==> src/sv/rgbcs_pkg.sv <==
`timescale 1ns / 1ps

package rgbcs_pkg;

   localparam int PERIOD_W = 16;
   localparam int LEVEL_W  = 8;
   localparam int CLASS_W  = 2;
   localparam int CSR_IDX_W = 3;

   localparam logic [LEVEL_W-1:0] LEVEL_MAX = 8'd255;
   localparam logic [LEVEL_W-1:0] LEVEL_MIN = 8'd0;

   // register reset values
   localparam logic [PERIOD_W-1:0] PERIOD_MIN_RST = 16'd20;
   localparam logic [PERIOD_W-1:0] PERIOD_MAX_RST = 16'd200;
   localparam logic [LEVEL_W-1:0]  ORANGE_RED_LIMIT_RST = 8'd20;
   localparam logic [LEVEL_W-1:0]  BLUE_GREEN_FLOOR_RST = 8'd190;

   // register indexes
   localparam logic [CSR_IDX_W-1:0] CSR_RED_MIN     = 3'd0;
   localparam logic [CSR_IDX_W-1:0] CSR_RED_MAX     = 3'd1;
   localparam logic [CSR_IDX_W-1:0] CSR_GREEN_MIN   = 3'd2;
   localparam logic [CSR_IDX_W-1:0] CSR_GREEN_MAX   = 3'd3;
   localparam logic [CSR_IDX_W-1:0] CSR_BLUE_MIN    = 3'd4;
   localparam logic [CSR_IDX_W-1:0] CSR_BLUE_MAX    = 3'd5;
   localparam logic [CSR_IDX_W-1:0] CSR_ORANGE_LIM  = 3'd6;
   localparam logic [CSR_IDX_W-1:0] CSR_BLUE_FLOOR  = 3'd7;

   // class codes
   localparam logic [CLASS_W-1:0] CLS_BLACK  = 2'd0;
   localparam logic [CLASS_W-1:0] CLS_BLUE   = 2'd1;
   localparam logic [CLASS_W-1:0] CLS_GREEN  = 2'd2;
   localparam logic [CLASS_W-1:0] CLS_ORANGE = 2'd3;

   typedef enum logic [1:0] {
      CH_RED,
      CH_GREEN,
      CH_BLUE
   } channel_type;

   typedef enum logic [2:0] {
      ST_IDLE,
      ST_AVG,
      ST_MAP,
      ST_DIV,
      ST_STORE,
      ST_EMIT
   } state_type;

   typedef enum logic [1:0] {
      MAP_ZERO,
      MAP_FULL,
      MAP_DIVIDE
   } map_kind_type;

endpackage

==> src/sv/rgbcs_div.sv <==
`timescale 1ns / 1ps

module rgbcs_div #(
   parameter int DIVIDEND_W = 24
) (
   input  logic                              clock,
   input  logic                              reset,
   input  logic                              start,
   input  logic [DIVIDEND_W-1:0]             dividend,
   input  logic [rgbcs_pkg::PERIOD_W-1:0]    divisor,
   output logic                              done,
   output logic [DIVIDEND_W-1:0]             quotient
);
   import rgbcs_pkg::*;

   localparam int CNT_W = $clog2(DIVIDEND_W + 1);
   localparam logic [CNT_W-1:0] LAST_STEP = CNT_W'(DIVIDEND_W - 1);

   logic                  busy_ff;
   logic                  done_ff;
   logic [CNT_W-1:0]      cnt_ff;
   logic [PERIOD_W-1:0]   rem_ff;
   logic [PERIOD_W-1:0]   div_ff;
   logic [DIVIDEND_W-1:0] quo_ff;

   logic [PERIOD_W:0]     trial;
   logic [PERIOD_W:0]     trial_diff;
   logic                  fits;

   // one restoring step: shift in the next dividend bit, subtract if it fits
   always_comb begin
      trial      = {rem_ff, quo_ff[DIVIDEND_W-1]};
      trial_diff = trial - {1'b0, div_ff};
      fits       = (trial >= {1'b0, div_ff});
   end

   always_ff @(posedge clock) begin
      if (reset) begin
         busy_ff <= 1'b0;
         done_ff <= 1'b0;
         cnt_ff  <= '0;
      end else begin
         done_ff <= 1'b0;
         if (start) begin
            busy_ff <= 1'b1;
            cnt_ff  <= '0;
         end else if (busy_ff) begin
            cnt_ff <= cnt_ff + 1'b1;
            if (cnt_ff == LAST_STEP) begin
               busy_ff <= 1'b0;
               done_ff <= 1'b1;
            end
         end
      end
   end

   always_ff @(posedge clock) begin
      if (start) begin
         rem_ff <= '0;
         div_ff <= divisor;
         quo_ff <= dividend;
      end else if (busy_ff) begin
         rem_ff <= fits ? trial_diff[PERIOD_W-1:0] : trial[PERIOD_W-1:0];
         quo_ff <= {quo_ff[DIVIDEND_W-2:0], fits};
      end
   end

   assign done     = done_ff;
   assign quotient = quo_ff;

endmodule

==> src/sv/rgb_colour_sensor_classifier_core.sv <==
`timescale 1ns / 1ps

// Sequence: a sample that does not close a group is accepted while the sequencer is idle. A closing sample
// stalls the input while the shared serial divider forms the average (AVG), the level is mapped (MAP)
// and, unless the level needs no division, divided (DIV), and the level is stored (STORE).
// The blue group then loads the result register (EMIT) before rsp_valid rises, and waits
// there while an earlier result is still stalled.
// Reset: synchronous, active high; clears sequencer, sums, held levels and register defaults.
module rgb_colour_sensor_classifier_core #(
   parameter int SAMPLES_PER_CHANNEL = 5
) (
   input  logic                                 clock,
   input  logic                                 reset,
   input  logic                                 req_valid,
   output logic                                 req_stall,
   input  logic [rgbcs_pkg::PERIOD_W-1:0]       req_sample_period,
   output logic                                 rsp_valid,
   input  logic                                 rsp_stall,
   output logic [rgbcs_pkg::LEVEL_W-1:0]        rsp_red_level,
   output logic [rgbcs_pkg::LEVEL_W-1:0]        rsp_green_level,
   output logic [rgbcs_pkg::LEVEL_W-1:0]        rsp_blue_level,
   output logic [rgbcs_pkg::CLASS_W-1:0]        rsp_colour_class,
   input  logic                                 csr_valid,
   output logic                                 csr_ready,
   input  logic [rgbcs_pkg::CSR_IDX_W-1:0]      csr_index,
   input  logic [rgbcs_pkg::PERIOD_W-1:0]       csr_wdata
);
   import rgbcs_pkg::*;

   localparam int SUM_W  = PERIOD_W + $clog2(SAMPLES_PER_CHANNEL);
   localparam int PROD_W = PERIOD_W + LEVEL_W;
   localparam int DIV_W  = (SUM_W > PROD_W) ? SUM_W : PROD_W;
   localparam int POS_W  = (SAMPLES_PER_CHANNEL > 1) ? $clog2(SAMPLES_PER_CHANNEL) : 1;
   localparam logic [POS_W-1:0] LAST_POS = POS_W'(SAMPLES_PER_CHANNEL - 1);
   localparam logic [PERIOD_W-1:0] GROUP_SIZE = PERIOD_W'(SAMPLES_PER_CHANNEL);

   // configuration registers
   logic [PERIOD_W-1:0] red_min_ff, red_max_ff;
   logic [PERIOD_W-1:0] green_min_ff, green_max_ff;
   logic [PERIOD_W-1:0] blue_min_ff, blue_max_ff;
   logic [LEVEL_W-1:0]  orange_lim_ff, blue_floor_ff;

   state_type           state_ff, state_in;
   channel_type         channel_ff;
   logic [POS_W-1:0]    pos_ff;
   logic [SUM_W-1:0]    sum_ff;
   logic [PERIOD_W-1:0] avg_ff;
   logic [LEVEL_W-1:0]  lvl_ff;
   logic [LEVEL_W-1:0]  held_red_ff, held_green_ff;

   logic                rsp_valid_ff;
   logic [LEVEL_W-1:0]  rsp_red_ff, rsp_green_ff, rsp_blue_ff;
   logic [CLASS_W-1:0]  rsp_class_ff;

   logic                req_fire;
   logic                group_end;
   logic [SUM_W-1:0]    sum_in;
   logic                out_free;

   logic [PERIOD_W-1:0] map_lo, map_hi, map_span, map_diff;
   logic [PROD_W-1:0]   map_prod;
   map_kind_type        map_kind;

   logic                div_start;
   logic [DIV_W-1:0]    div_dividend;
   logic [PERIOD_W-1:0] div_divisor;
   logic                div_done;
   logic [DIV_W-1:0]    div_quo;
   logic [LEVEL_W-1:0]  div_level;
   logic [CLASS_W-1:0]  cls;

   rgbcs_div #(
      .DIVIDEND_W (DIV_W)
   ) u_div (
      .clock    (clock),
      .reset    (reset),
      .start    (div_start),
      .dividend (div_dividend),
      .divisor  (div_divisor),
      .done     (div_done),
      .quotient (div_quo)
   );

   assign req_stall = (state_ff != ST_IDLE);
   assign req_fire  = req_valid && !req_stall;
   assign group_end = (pos_ff == LAST_POS);
   assign sum_in    = sum_ff + SUM_W'(req_sample_period);
   assign out_free  = !rsp_valid_ff || !rsp_stall;
   assign csr_ready = 1'b1;

   // mapping operands for the channel being closed
   always_comb begin
      unique case (channel_ff)
         CH_RED: begin
            map_lo = red_min_ff;
            map_hi = red_max_ff;
         end
         CH_GREEN: begin
            map_lo = green_min_ff;
            map_hi = green_max_ff;
         end
         CH_BLUE: begin
            map_lo = blue_min_ff;
            map_hi = blue_max_ff;
         end
         default: begin
            map_lo = blue_min_ff;
            map_hi = blue_max_ff;
         end
      endcase
      map_span = map_hi - map_lo;
      map_diff = avg_ff - map_lo;
      map_prod = PROD_W'(map_diff) * PROD_W'(LEVEL_MAX);
      priority if (avg_ff == '0 || map_hi <= map_lo) begin
         map_kind = MAP_ZERO;
      end else if (avg_ff <= map_lo) begin
         map_kind = MAP_FULL;
      end else begin
         map_kind = MAP_DIVIDE;
      end
   end

   // level from the scaled quotient, clamped at zero
   assign div_level = (div_quo >= DIV_W'(LEVEL_MAX)) ? LEVEL_MIN
                    : LEVEL_MAX - div_quo[LEVEL_W-1:0];

   always_comb begin
      priority if (held_red_ff < lvl_ff && held_red_ff < held_green_ff
                   && held_red_ff < orange_lim_ff) begin
         cls = CLS_ORANGE;
      end else if (lvl_ff < held_red_ff && lvl_ff < held_green_ff
                   && held_green_ff > blue_floor_ff) begin
         cls = CLS_BLUE;
      end else if (held_green_ff < held_red_ff && held_green_ff < lvl_ff) begin
         cls = CLS_GREEN;
      end else begin
         cls = CLS_BLACK;
      end
   end

   // next state
   always_comb begin
      state_in = state_ff;
      unique case (state_ff)
         ST_IDLE:  if (req_fire && group_end) state_in = ST_AVG;
         ST_AVG:   if (div_done) state_in = ST_MAP;
         ST_MAP:   state_in = (map_kind == MAP_DIVIDE) ? ST_DIV : ST_STORE;
         ST_DIV:   if (div_done) state_in = ST_STORE;
         ST_STORE: state_in = (channel_ff == CH_BLUE) ? ST_EMIT : ST_IDLE;
         ST_EMIT:  if (out_free) state_in = ST_IDLE;
         default:  state_in = ST_IDLE;
      endcase
   end

   // divider control
   always_comb begin
      div_start    = 1'b0;
      div_dividend = DIV_W'(sum_in);
      div_divisor  = GROUP_SIZE;
      unique case (state_ff)
         ST_IDLE: begin
            div_start = req_fire && group_end;
         end
         ST_MAP: begin
            div_start    = (map_kind == MAP_DIVIDE);
            div_dividend = DIV_W'(map_prod);
            div_divisor  = map_span;
         end
         default: begin
            div_start = 1'b0;
         end
      endcase
   end

   always_ff @(posedge clock) begin
      if (reset) begin
         red_min_ff    <= PERIOD_MIN_RST;
         red_max_ff    <= PERIOD_MAX_RST;
         green_min_ff  <= PERIOD_MIN_RST;
         green_max_ff  <= PERIOD_MAX_RST;
         blue_min_ff   <= PERIOD_MIN_RST;
         blue_max_ff   <= PERIOD_MAX_RST;
         orange_lim_ff <= ORANGE_RED_LIMIT_RST;
         blue_floor_ff <= BLUE_GREEN_FLOOR_RST;
      end else if (csr_valid && csr_ready) begin
         unique case (csr_index)
            CSR_RED_MIN:    red_min_ff    <= csr_wdata;
            CSR_RED_MAX:    red_max_ff    <= csr_wdata;
            CSR_GREEN_MIN:  green_min_ff  <= csr_wdata;
            CSR_GREEN_MAX:  green_max_ff  <= csr_wdata;
            CSR_BLUE_MIN:   blue_min_ff   <= csr_wdata;
            CSR_BLUE_MAX:   blue_max_ff   <= csr_wdata;
            CSR_ORANGE_LIM: orange_lim_ff <= csr_wdata[LEVEL_W-1:0];
            CSR_BLUE_FLOOR: blue_floor_ff <= csr_wdata[LEVEL_W-1:0];
            default: ;
         endcase
      end
   end

   always_ff @(posedge clock) begin
      if (reset) begin
         state_ff      <= ST_IDLE;
         channel_ff    <= CH_RED;
         pos_ff        <= '0;
         sum_ff        <= '0;
         held_red_ff   <= '0;
         held_green_ff <= '0;
         rsp_valid_ff  <= 1'b0;
      end else begin
         state_ff <= state_in;

         if (req_fire) begin
            if (group_end) begin
               pos_ff <= '0;
               sum_ff <= '0;
            end else begin
               pos_ff <= pos_ff + 1'b1;
               sum_ff <= sum_in;
            end
         end

         if (state_ff == ST_STORE) begin
            unique case (channel_ff)
               CH_RED: begin
                  held_red_ff <= lvl_ff;
                  channel_ff  <= CH_GREEN;
               end
               CH_GREEN: begin
                  held_green_ff <= lvl_ff;
                  channel_ff    <= CH_BLUE;
               end
               default: ;
            endcase
         end

         // load a new result when the slot frees, else drop one once taken
         if (state_ff == ST_EMIT && out_free) begin
            rsp_valid_ff <= 1'b1;
            channel_ff   <= CH_RED;
         end else if (rsp_valid_ff && !rsp_stall) begin
            rsp_valid_ff <= 1'b0;
         end
      end
   end

   always_ff @(posedge clock) begin
      if (state_ff == ST_AVG && div_done) begin
         avg_ff <= div_quo[PERIOD_W-1:0];
      end
      if (state_ff == ST_MAP) begin
         lvl_ff <= (map_kind == MAP_FULL) ? LEVEL_MAX : LEVEL_MIN;
      end else if (state_ff == ST_DIV && div_done) begin
         lvl_ff <= div_level;
      end
      if (state_ff == ST_EMIT && out_free) begin
         rsp_red_ff   <= held_red_ff;
         rsp_green_ff <= held_green_ff;
         rsp_blue_ff  <= lvl_ff;
         rsp_class_ff <= cls;
      end
   end

   assign rsp_valid        = rsp_valid_ff;
   assign rsp_red_level    = rsp_red_ff;
   assign rsp_green_level  = rsp_green_ff;
   assign rsp_blue_level   = rsp_blue_ff;
   assign rsp_colour_class = rsp_class_ff;

endmodule

==> config.mk <==
export PLATFORM = sky130hd
export DESIGN_NAME = rgb_colour_sensor_classifier_core
export DESIGN_NICKNAME = d
export VERILOG_FILES = /design/src/sv/rgbcs_pkg.sv /design/src/sv/rgbcs_div.sv /design/src/sv/rgb_colour_sensor_classifier_core.sv
export SDC_FILE = /design/constraint.sdc
export NUM_CORES = 1
export LEC_CHECK = 0
export BUFFER_PORTS_ARGS = -buffer_cell sky130_fd_sc_hd__clkbuf_2
export CAP_MARGIN = 20
export CORE_MARGIN = 2
export CORE_UTILIZATION = 45
export DETAILED_ROUTE_END_ITERATION = 16
export MAX_ROUTING_LAYER = met4
export PLACE_DENSITY = 0.66
export SYNTH_ARGS = -nofsm -noshare
export SYNTH_HDL_FRONTEND = slang
export SYNTH_HIERARCHICAL = 1
export SYNTH_SLANG_ARGS = --single-unit
export TNS_END_PERCENT = 5
==> constraint.sdc <==
create_clock -name clock -period 9.3 [get_ports clock]
set_input_delay 1.395 -clock clock [delete_from_list [all_inputs] [get_ports clock]]
set_output_delay 1.395 -clock clock [all_outputs]
set_load 0.005 [all_outputs]
==> run metrics, run 1 <==
worst path required time=around 9600 ps; IO Port Bufs=67; Slew @ Worst Pin=985 ps; vias per cell=around 5.6; Fillers=3827; Post-Syn Nets=roughly 2300; Final Power=roughly 4.3 mW; CP delay by family, top=adder cells; CTS sink cnt=between 200 and 300; drt wl/cell=between 15 and 20 microns; number of synthesized flops with an enable pin=90; syn_area_per_cell=a little under 9 sq um; num rows=74; GRT Resource Usage Total=between 20% and 30%; DIE HEIGHT=around 210 microns; RSZ-0062 raised after global routing=false; Critical Path Source Type=flip-flop; share of cells above drive strength 1=between 9 and 10%; final-report hold violation count=0; post-route ant nets=0; PD cells=approximately 210 nW/um^2; distinct cell type count after synthesis=89; Vias=~15000; Reg area=6290 sq um; Tmin final=slightly above 8000 ps; Post-Syn Area=around 18000 sq um; NetSw=1.60 mW; DR iter-0 viols=1065; Reg power frac=30.1%; Primary FF master, synth=dfxtp_1; critical path arrival=about 8500 ps; asr flop ratio synth=0%; Seq/Total Area, Yosys=34.2%; ANT cells=0; combinational share of power=approximately two fifths; DRT Wirelength=47.8 mm; Ports=between 60 and 70; CTS hold repair buffers=0; Slew Limit Fails=0; P&R area growth vs syn=10.2%; global route overflow=0; clock share of power=around 30%; die width=206 microns; root buffer cell=clkbuf_16; first-pass GRT wire length=between 70 and 80 mm; WP buf/inv=5; Starting Density=45.3%; CTS clock-pin slew for the worst setup and hold paths=60 ps; cells after synthesis=about 2100; Max stage delay cell, worst path=dfxtp_2; YS warnings=6; DR pass1 iterations=5; fin nets=approximately 2400; post_cts resized=0; CTS Buffer Depth=3; Seq cells post-synth=~270; die area=between 40000 and 50000 sq um; Placer Congestion=slightly below 1; CTS tree=built; Critical Path Max Stage Delay=610 ps; commonest non-fill, non-tap cell in the layout=nand2_1; critical path class=flip-flop to flip-flop; setup bufs post-CTS=0; outcome=finished clean; Post-Route Setup TNS=0 ps; Core Area=approximately 40000 sq um; relative slew slack=roughly 34%; Int Power=approximately 2.7 mW; htree depth=1; critical path endpoint category=flip-flop; leak pwr=roughly 8.3 nW; HP Class=flip-flop to flip-flop; most frequent cells in the layout=300 x nand2_1, 178 x inv_1, 177 x dfxtp_1, 174 x a21oi_1, 157 x ha_1; max reg flops=24; initial antenna violation count=0; Fmax achieved=about 120 MHz; Clock Latency Late Sink=580 ps; area occupied by multi-input gates=roughly 11000 sq um; critical path peak fanout=31; final period utilization=88.0%; clock skew=approximately 19 ps; # DRC=0; largest net degree at the start of global routing=94; Max Cap Viol=0; Worst VDD drop=around 0.13 mV; cts bufs inserted=31; dpl hpwl=35.9 mm; Sw Share=a little under two fifths; setup violators final=0; vias in the first global route=between 10000 and 15000
[worst paths after layout]
kind,startpoint,to,slack (ps),cells after the start
worst max-delay path,channel_ff[1]$_SDFFE_PP0P_,u_div/quotient[20]$_DFFE_PP_,1110,27
worst min-delay path,red_max_ff[15]$_SDFFE_PP0P_,red_max_ff[15]$_SDFFE_PP0P_,450,2
worst min register to register,red_max_ff[15]$_SDFFE_PP0P_,red_max_ff[15]$_SDFFE_PP0P_,450,2
worst max register to register,channel_ff[1]$_SDFFE_PP0P_,u_div/quotient[20]$_DFFE_PP_,1110,27
[area by class of cell]
| cell class | instances | share of cell area (%) |
|---|---|---|
| multi-input cells | 1547 | 54.4 |
| flip-flops and latches | 269 | 31.0 |
| inverters | 178 | 3.30 |
| clock inverters | 17 | 0.982 |
| clock buffers | 41 | 4.42 |
| well taps | 532 | 3.29 |
| repair buffers | 90 | 2.54 |
[power by group through the flow]
stage          combinational [mW]  clock (mW)  sequential, mW
3_3_place_gp                 1.66           0            1.33
4_1_cts                      1.73        1.32            1.31
2_1_floorplan                1.33           0            1.32
3_5_place_dp                 1.71           0            1.33
6_report                     1.75        1.29            1.31
5_1_grt                      1.96        1.35            1.31
[cell families (layout without fill, tap and decap cells)]
family	after synthesis	in the layout	synth area share [%]
mux	75	75	4.40
compound gates	488	488	16.9
other cells	1	1	0.0204
buf+inv	264	326	5.92
simple gates	655	655	16.0
flops	269	269	34.2
xor+xnor	107	107	5.48
fa+ha+maj	221	221	17.1
[per-layer routing]
metal  vias to the layer above  share of wire [%]  track usage, %
met3                        69                5.3            2.84
met4                         0                1.9            4.80
met2                       356                 47            37.2
met5                         -                  0               -
li1                       7327                  -               -
met1                      7090                 46            31.3
[stage by stage]
step                      area (sq um)  worst slack, ps  hold slack, ps  util (%)  instances
after CTS                        20200             1120             454      49.9       2673
after global routing             20300              514             471      50.0       2674
after global placement           19100             1280             439      47.2       2612
after detailed placement         19200             1170             446      47.2       2615
final                            20300             1110             454      50.0       2674
after floorplan                  18400              990             430         -       2080
[worst min-delay path, cell delays in order, from the launching register on]
cell,delay [ps]
dfxtp_1,300
nand2_1,50
a21oi_1,50
[cells in the mapped netlist, types with 9 or more instances]
| master | count | area, sq um |
|---|---|---|
| nand2_1 | 301 | 1130 |
| dfxtp_1 | 179 | 3580 |
| inv_1 | 178 | 668 |
| a21oi_1 | 175 | 876 |
| ha_1 | 157 | 1960 |
| nor2_1 | 142 | 533 |
| o21ai_0 | 92 | 460 |
| edfxtp_1 | 90 | 2700 |
| clkbuf_1 | 56 | 210 |
| fa_1 | 53 | 1060 |
| xor2_1 | 50 | 438 |
| nand3_1 | 49 | 245 |
| xnor2_1 | 49 | 429 |
| mux2i_1 | 47 | 470 |
| a21o_1 | 39 | 293 |
| nor3_1 | 31 | 155 |
| o21a_1 | 26 | 195 |
| mux2_2 | 25 | 282 |
| o211ai_1 | 20 | 150 |
| nand2b_1 | 19 | 119 |
| nand4_1 | 19 | 119 |
| nor2b_1 | 19 | 119 |
| a22oi_1 | 16 | 120 |
| a31oi_1 | 15 | 93.8 |
| and3_1 | 14 | 87.6 |
| a311oi_1 | 11 | 96.3 |
| nor4_1 | 10 | 62.6 |
| a211oi_1 | 9 | 67.6 |
| buf_1 | 9 | 33.8 |
| maj3_1 | 9 | 90.1 |
| nor3b_1 | 9 | 67.6 |
(Power assumes the default switching activity.)
==> run 2, diff against run 1 <==
- RECOVER_POWER: unset -> 50
==> run metrics, run 2 (same netlist as run 1, synthesis figures left out) <==
# DRC=0; worst path required time=between 9000 and 10000 ps; post_cts resized=0; Fmax achieved=between 100 and 150 MHz; Fillers=3840; final-report hold violation count=0; Starting Density=a little under half; area occupied by multi-input gates=approximately 11000 sq um; leak pwr=roughly 8.3 nW; HP Class=flip-flop to flip-flop; setup bufs post-CTS=0; Slew Limit Fails=134; fin nets=about 2400; initial antenna violation count=0; P&R area growth vs syn=9.93%; CTS tree=built; CTS sink cnt=around 270; DR pass1 iterations=6; share of cells above drive strength 1=under 10%; die width=between 200 and 250 microns; commonest non-fill, non-tap cell in the layout=nand2_1; vias in the first global route=between 10000 and 15000; Core Area=40600 sq um; critical path arrival=about 8500 ps; CTS clock-pin slew for the worst setup and hold paths=60 ps; CTS hold repair buffers=0; relative slew slack=-171%; CTS Buffer Depth=3; critical path peak fanout=31; largest net degree at the start of global routing=between 90 and 100; global route overflow=0; outcome=finished, violations left; Reg area=approximately 6300 sq um; vias per cell=5.56; Cell Count Post-Placement=2615; Max Cap Viol=2; IO Port Bufs=67; dpl hpwl=35.9 mm; Non-Filler Instances=between 2000 and 3000; Sw Share=between 30% and 40%; root buffer cell=clkbuf_16; final period utilization=88.1%; Ports=69; PD cells=215 nW/um^2; num rows=74; Post-Route Setup TNS=0 ps; GRT Resource Usage Total=23.1%; Clock Latency Late Sink=a little under 600 ps; htree depth=1; Placer Congestion=0.968; Reg power frac=about 30%; clock skew=between 15 and 20 ps; die area=42500 sq um; Slew @ Worst Pin=around 4100 ps; setup violators final=0; RSZ-0062 raised after global routing=false; violated checks=max-capacitance violations, max-slew violations; NetSw=1.60 mW; Vias=~15000; Tmin final=roughly 8200 ps; DRT Wirelength=47.7 mm; post-route ant nets=0; cts bufs inserted=31; drt wl/cell=roughly 18 microns; max reg flops=24; ANT cells=0; Worst VDD drop=~0.13 mV; final core utilization=approximately half; critical path class=flip-flop to flip-flop; most frequent cells in the layout=300 x nand2_1, 178 x inv_1, 177 x dfxtp_1, 175 x a21oi_1, 157 x ha_1; Int Power=~2.7 mW; DR iter-0 viols=about 1100; clock share of power=slightly below 30%; combinational share of power=40.2%; Critical Path Source Type=flip-flop; first-pass GRT wire length=~76 mm; DIE HEIGHT=just over 200 microns; critical path endpoint category=flip-flop
run 2: changes by cell type in the layout (fill, tap and decap cells not counted):
cell	change
clkbuf_1	+16
clkbuf_2	-11
a21oi_2	-1
a21oi_1	+1
buf_4	-5
nor4b_2	-1
nor4b_1	+1
run 2: layer usage:
metal  vias up  routed length, microns  GRT usage, %
li1       7334                       -             -
met1      7111                   21800          31.3
met2       365                   22300          37.2
met3        69                    2660          2.84
met4         0                     909          4.80
met5         -                       0             -
run 2: worst paths after layout:
check / slack (ps) / endpoint / cells past startpoint / from
worst max-delay path: 1110 / u_div/quotient[20]$_DFFE_PP_ / 27 / channel_ff[1]$_SDFFE_PP0P_
worst min register to register: 450 / red_max_ff[15]$_SDFFE_PP0P_ / 2 / red_max_ff[15]$_SDFFE_PP0P_
worst max register to register: 1110 / u_div/quotient[20]$_DFFE_PP_ / 27 / channel_ff[1]$_SDFFE_PP0P_
worst min-delay path: 450 / red_max_ff[15]$_SDFFE_PP0P_ / 2 / red_max_ff[15]$_SDFFE_PP0P_
run 2: critical path, cell delays in order (launching register included):
cell and delay (ps):
dfxtp_2 600, buf_4 370, nor2_1 80, a21oi_1 410, fa_1 350, and2_1 150, a31oi_1 60, a41oi_1 370
maj3_2 310, o211ai_1 130, nand2_1 150, a31oi_1 110, xnor2_1 400, inv_1 230, fa_1 520, inv_1 70
ha_1 310, fa_1 540, inv_1 60, fa_1 540, inv_1 50, ha_1 340, and3_1 220, a221oi_1 520
a21boi_0 270, o21a_1 260, a211o_1 250, mux2_2 260
run 2: through the flow:
stage          power [mW]  cell area (sq um)  hold WS, ps  worst slack, ps
6_report             4.35              20200          454             1110
5_1_grt              4.63              20200          471              514
4_1_cts              4.36              20200          454             1120
3_5_place_dp         3.04              19200          446             1170
3_3_place_gp         2.99              19100          439             1280
2_1_floorplan        2.64              18400          430              990
run 2: power groups by stage:
stage | logic, mW | clock network (mW) | registers, mW
2_1_floorplan | 1.33 | 0 | 1.32
3_3_place_gp | 1.66 | 0 | 1.33
3_5_place_dp | 1.71 | 0 | 1.33
4_1_cts | 1.73 | 1.32 | 1.31
5_1_grt | 1.96 | 1.35 | 1.31
6_report | 1.75 | 1.29 | 1.31
run 2: area by class of cell:
class / instances / area share, %
flip-flops and latches: 269 / 31.1
well taps: 532 / 3.29
clock buffers: 41 / 4.43
clock inverters: 17 / 0.984
repair buffers: 90 / 2.38
inverters: 178 / 3.31
multi-input cells: 1547 / 54.5
==> run 3, diff against run 2 <==
- CTS_BUF_LIST: unset -> sky130_fd_sc_hd__clkbuf_8
==> run metrics, run 3 (same netlist as run 1, synthesis figures left out) <==
outcome=finished, violations left; violated checks=max-capacitance violations, max-slew violations; HP Class=flip-flop to flip-flop; critical path arrival=between 8000 and 9000 ps; final core utilization=between 40 and 50%; reg2reg end=u_div/quotient[20]$_DFFE_PP_; die area=42500 sq um; initial antenna violation count=0; Tmin final=approximately 8000 ps; Post-Route Setup TNS=0 ps; Critical Path Source Type=flip-flop; Clock Latency Late Sink=640 ps; post-route cell area=20000 sq um; IO Port Bufs=67; P&R area growth vs syn=8.87%; area occupied by multi-input gates=approximately 11000 sq um; Hold Path Depth=2; Fillers=a little under 4000; critical path class=flip-flop to flip-flop; DR iter-0 viols=between 1000 and 1500; commonest non-fill, non-tap cell in the layout=nand2_1; Critical Path Sink=u_div/quotient[20]$_DFFE_PP_; post-route ant nets=0; reg-to-reg startpoint=channel_ff[1]$_SDFFE_PP0P_; critical path endpoint category=flip-flop; worst hold slack=453 ps; Worst VDD drop=0.142 mV; Cell Count Post-Placement=roughly 2600; vias per cell=between 5 and 6; global route overflow=0; Worst Setup SP=channel_ff[1]$_SDFFE_PP0P_; DR pass1 iterations=7; CTS hold repair buffers=0; Non-Filler Instances=between 2000 and 3000; worst r2r path cells=27; relative slew slack=-172%; clock skew=around 49 ps; Slew @ Worst Pin=~4000 ps; GRT Resource Usage Total=23.4%; # DRC=0; dpl hpwl=roughly 36 mm; RSZ-0062 raised after global routing=false; Placer Congestion=0.968; Reg area=about 6300 sq um; die width=between 200 and 250 microns; DIE HEIGHT=206 microns; Starting Density=around 45%; CTS Buffer Depth=3; leak pwr=around 8.3 nW; final period utilization=roughly nine tenths; htree depth=2; cts bufs inserted=48; r2r setup slk=~1100 ps; PD cells=between 200 and 250 nW/um^2; root buffer cell=clkbuf_8; max reg flops=24; num rows=74; Vias=14883; most frequent cells in the layout=300 x nand2_1, 194 x inv_1, 177 x dfxtp_1, 175 x a21oi_1, 157 x ha_1; placed cell area=between 15000 and 20000 sq um; fin nets=2384; CTS tree=built; vias in the first global route=~14000; final-report hold violation count=0; post_cts resized=0; setup violators final=0; first-pass GRT wire length=around 76 mm; DRT Wirelength=roughly 48 mm; Ports=69; worst path required time=9680 ps; CTS sink cnt=~270; Max Cap Viol=2; Fmax achieved=around 120 MHz; share of cells above drive strength 1=around a tenth; ANT cells=0; CTS clock-pin slew for the worst setup and hold paths=approximately 60 ps; critical path peak fanout=31; drt wl/cell=approximately 18 microns; setup bufs post-CTS=0; Core Area=40600 sq um; largest net degree at the start of global routing=between 90 and 100; Slew Limit Fails=between 100 and 150
==> run 3: per-stage QoR <==
step                      power, mW  worst slack [ps]
final                          4.11              1100
after global routing           4.41               503
after CTS                      4.12              1130
after detailed placement       3.04              1170
after global placement         2.99              1280
after floorplan                2.64               990
==> run 3: metal layers <==
layer,up-vias,GRT usage (%),wire (microns)
li1,7352,-,-
met1,7032,31.0,21800
met2,426,36.9,22100
met3,73,4.51,3160
met4,0,5.79,954
met5,-,-,0
==> run 3: power breakdown <==
part           switching, mW  leakage (nW)  internal, mW
registers             0.0428          2.33          1.27
clock network          0.507         0.518         0.553
logic                   1.05          5.46         0.697
total                   1.60          8.30          2.52
==> run 3: worst min-delay path by stage <==
| stage | slack (ps) | from | to |
|---|---|---|---|
| after detailed placement | 450 | red_max_ff[0]$_SDFFE_PP0P_ | red_max_ff[0]$_SDFFE_PP0P_ |
| final | 450 | red_max_ff[15]$_SDFFE_PP0P_ | red_max_ff[15]$_SDFFE_PP0P_ |
| after floorplan | 430 | held_green_ff[0]$_SDFFE_PP0P_ | rsp_green_level[0]$_DFFE_PP_ |
| after global placement | 440 | red_max_ff[2]$_SDFFE_PP0P_ | red_max_ff[2]$_SDFFE_PP0P_ |
| after CTS | 450 | red_max_ff[0]$_SDFFE_PP0P_ | red_max_ff[0]$_SDFFE_PP0P_ |
| after global routing | 470 | blue_min_ff[13]$_SDFFE_PP0P_ | blue_min_ff[13]$_SDFFE_PP0P_ |
==> run 3: layout make-up <==
class / instances / share of cell area [%]
Tap cell: 532 / 3.32
Clock buffer: 50 / 3.44
Timing Repair Buffer: 90 / 2.47
Multi-Input combinational cell: 1547 / 55.0
Sequential cell: 269 / 31.4
Clock inverter: 33 / 0.987
Inverter: 178 / 3.34
==> run 3: critical path, stage by stage (launching register included) <==
cell	delay [ps]
dfxtp_2	590
buf_4	370
nor2_1	80
a21oi_1	400
fa_1	350
and2_1	150
a31oi_1	60
a41oi_1	390
maj3_2	320
o211ai_1	130
nand2_1	150
a31oi_1	110
xnor2_1	400
inv_1	230
fa_1	520
inv_1	70
ha_1	310
fa_1	540
inv_1	60
fa_1	540
inv_1	50
ha_1	340
and3_1	220
a221oi_1	510
a21boi_0	270
o21a_1	260
a211o_1	250
mux2_2	260
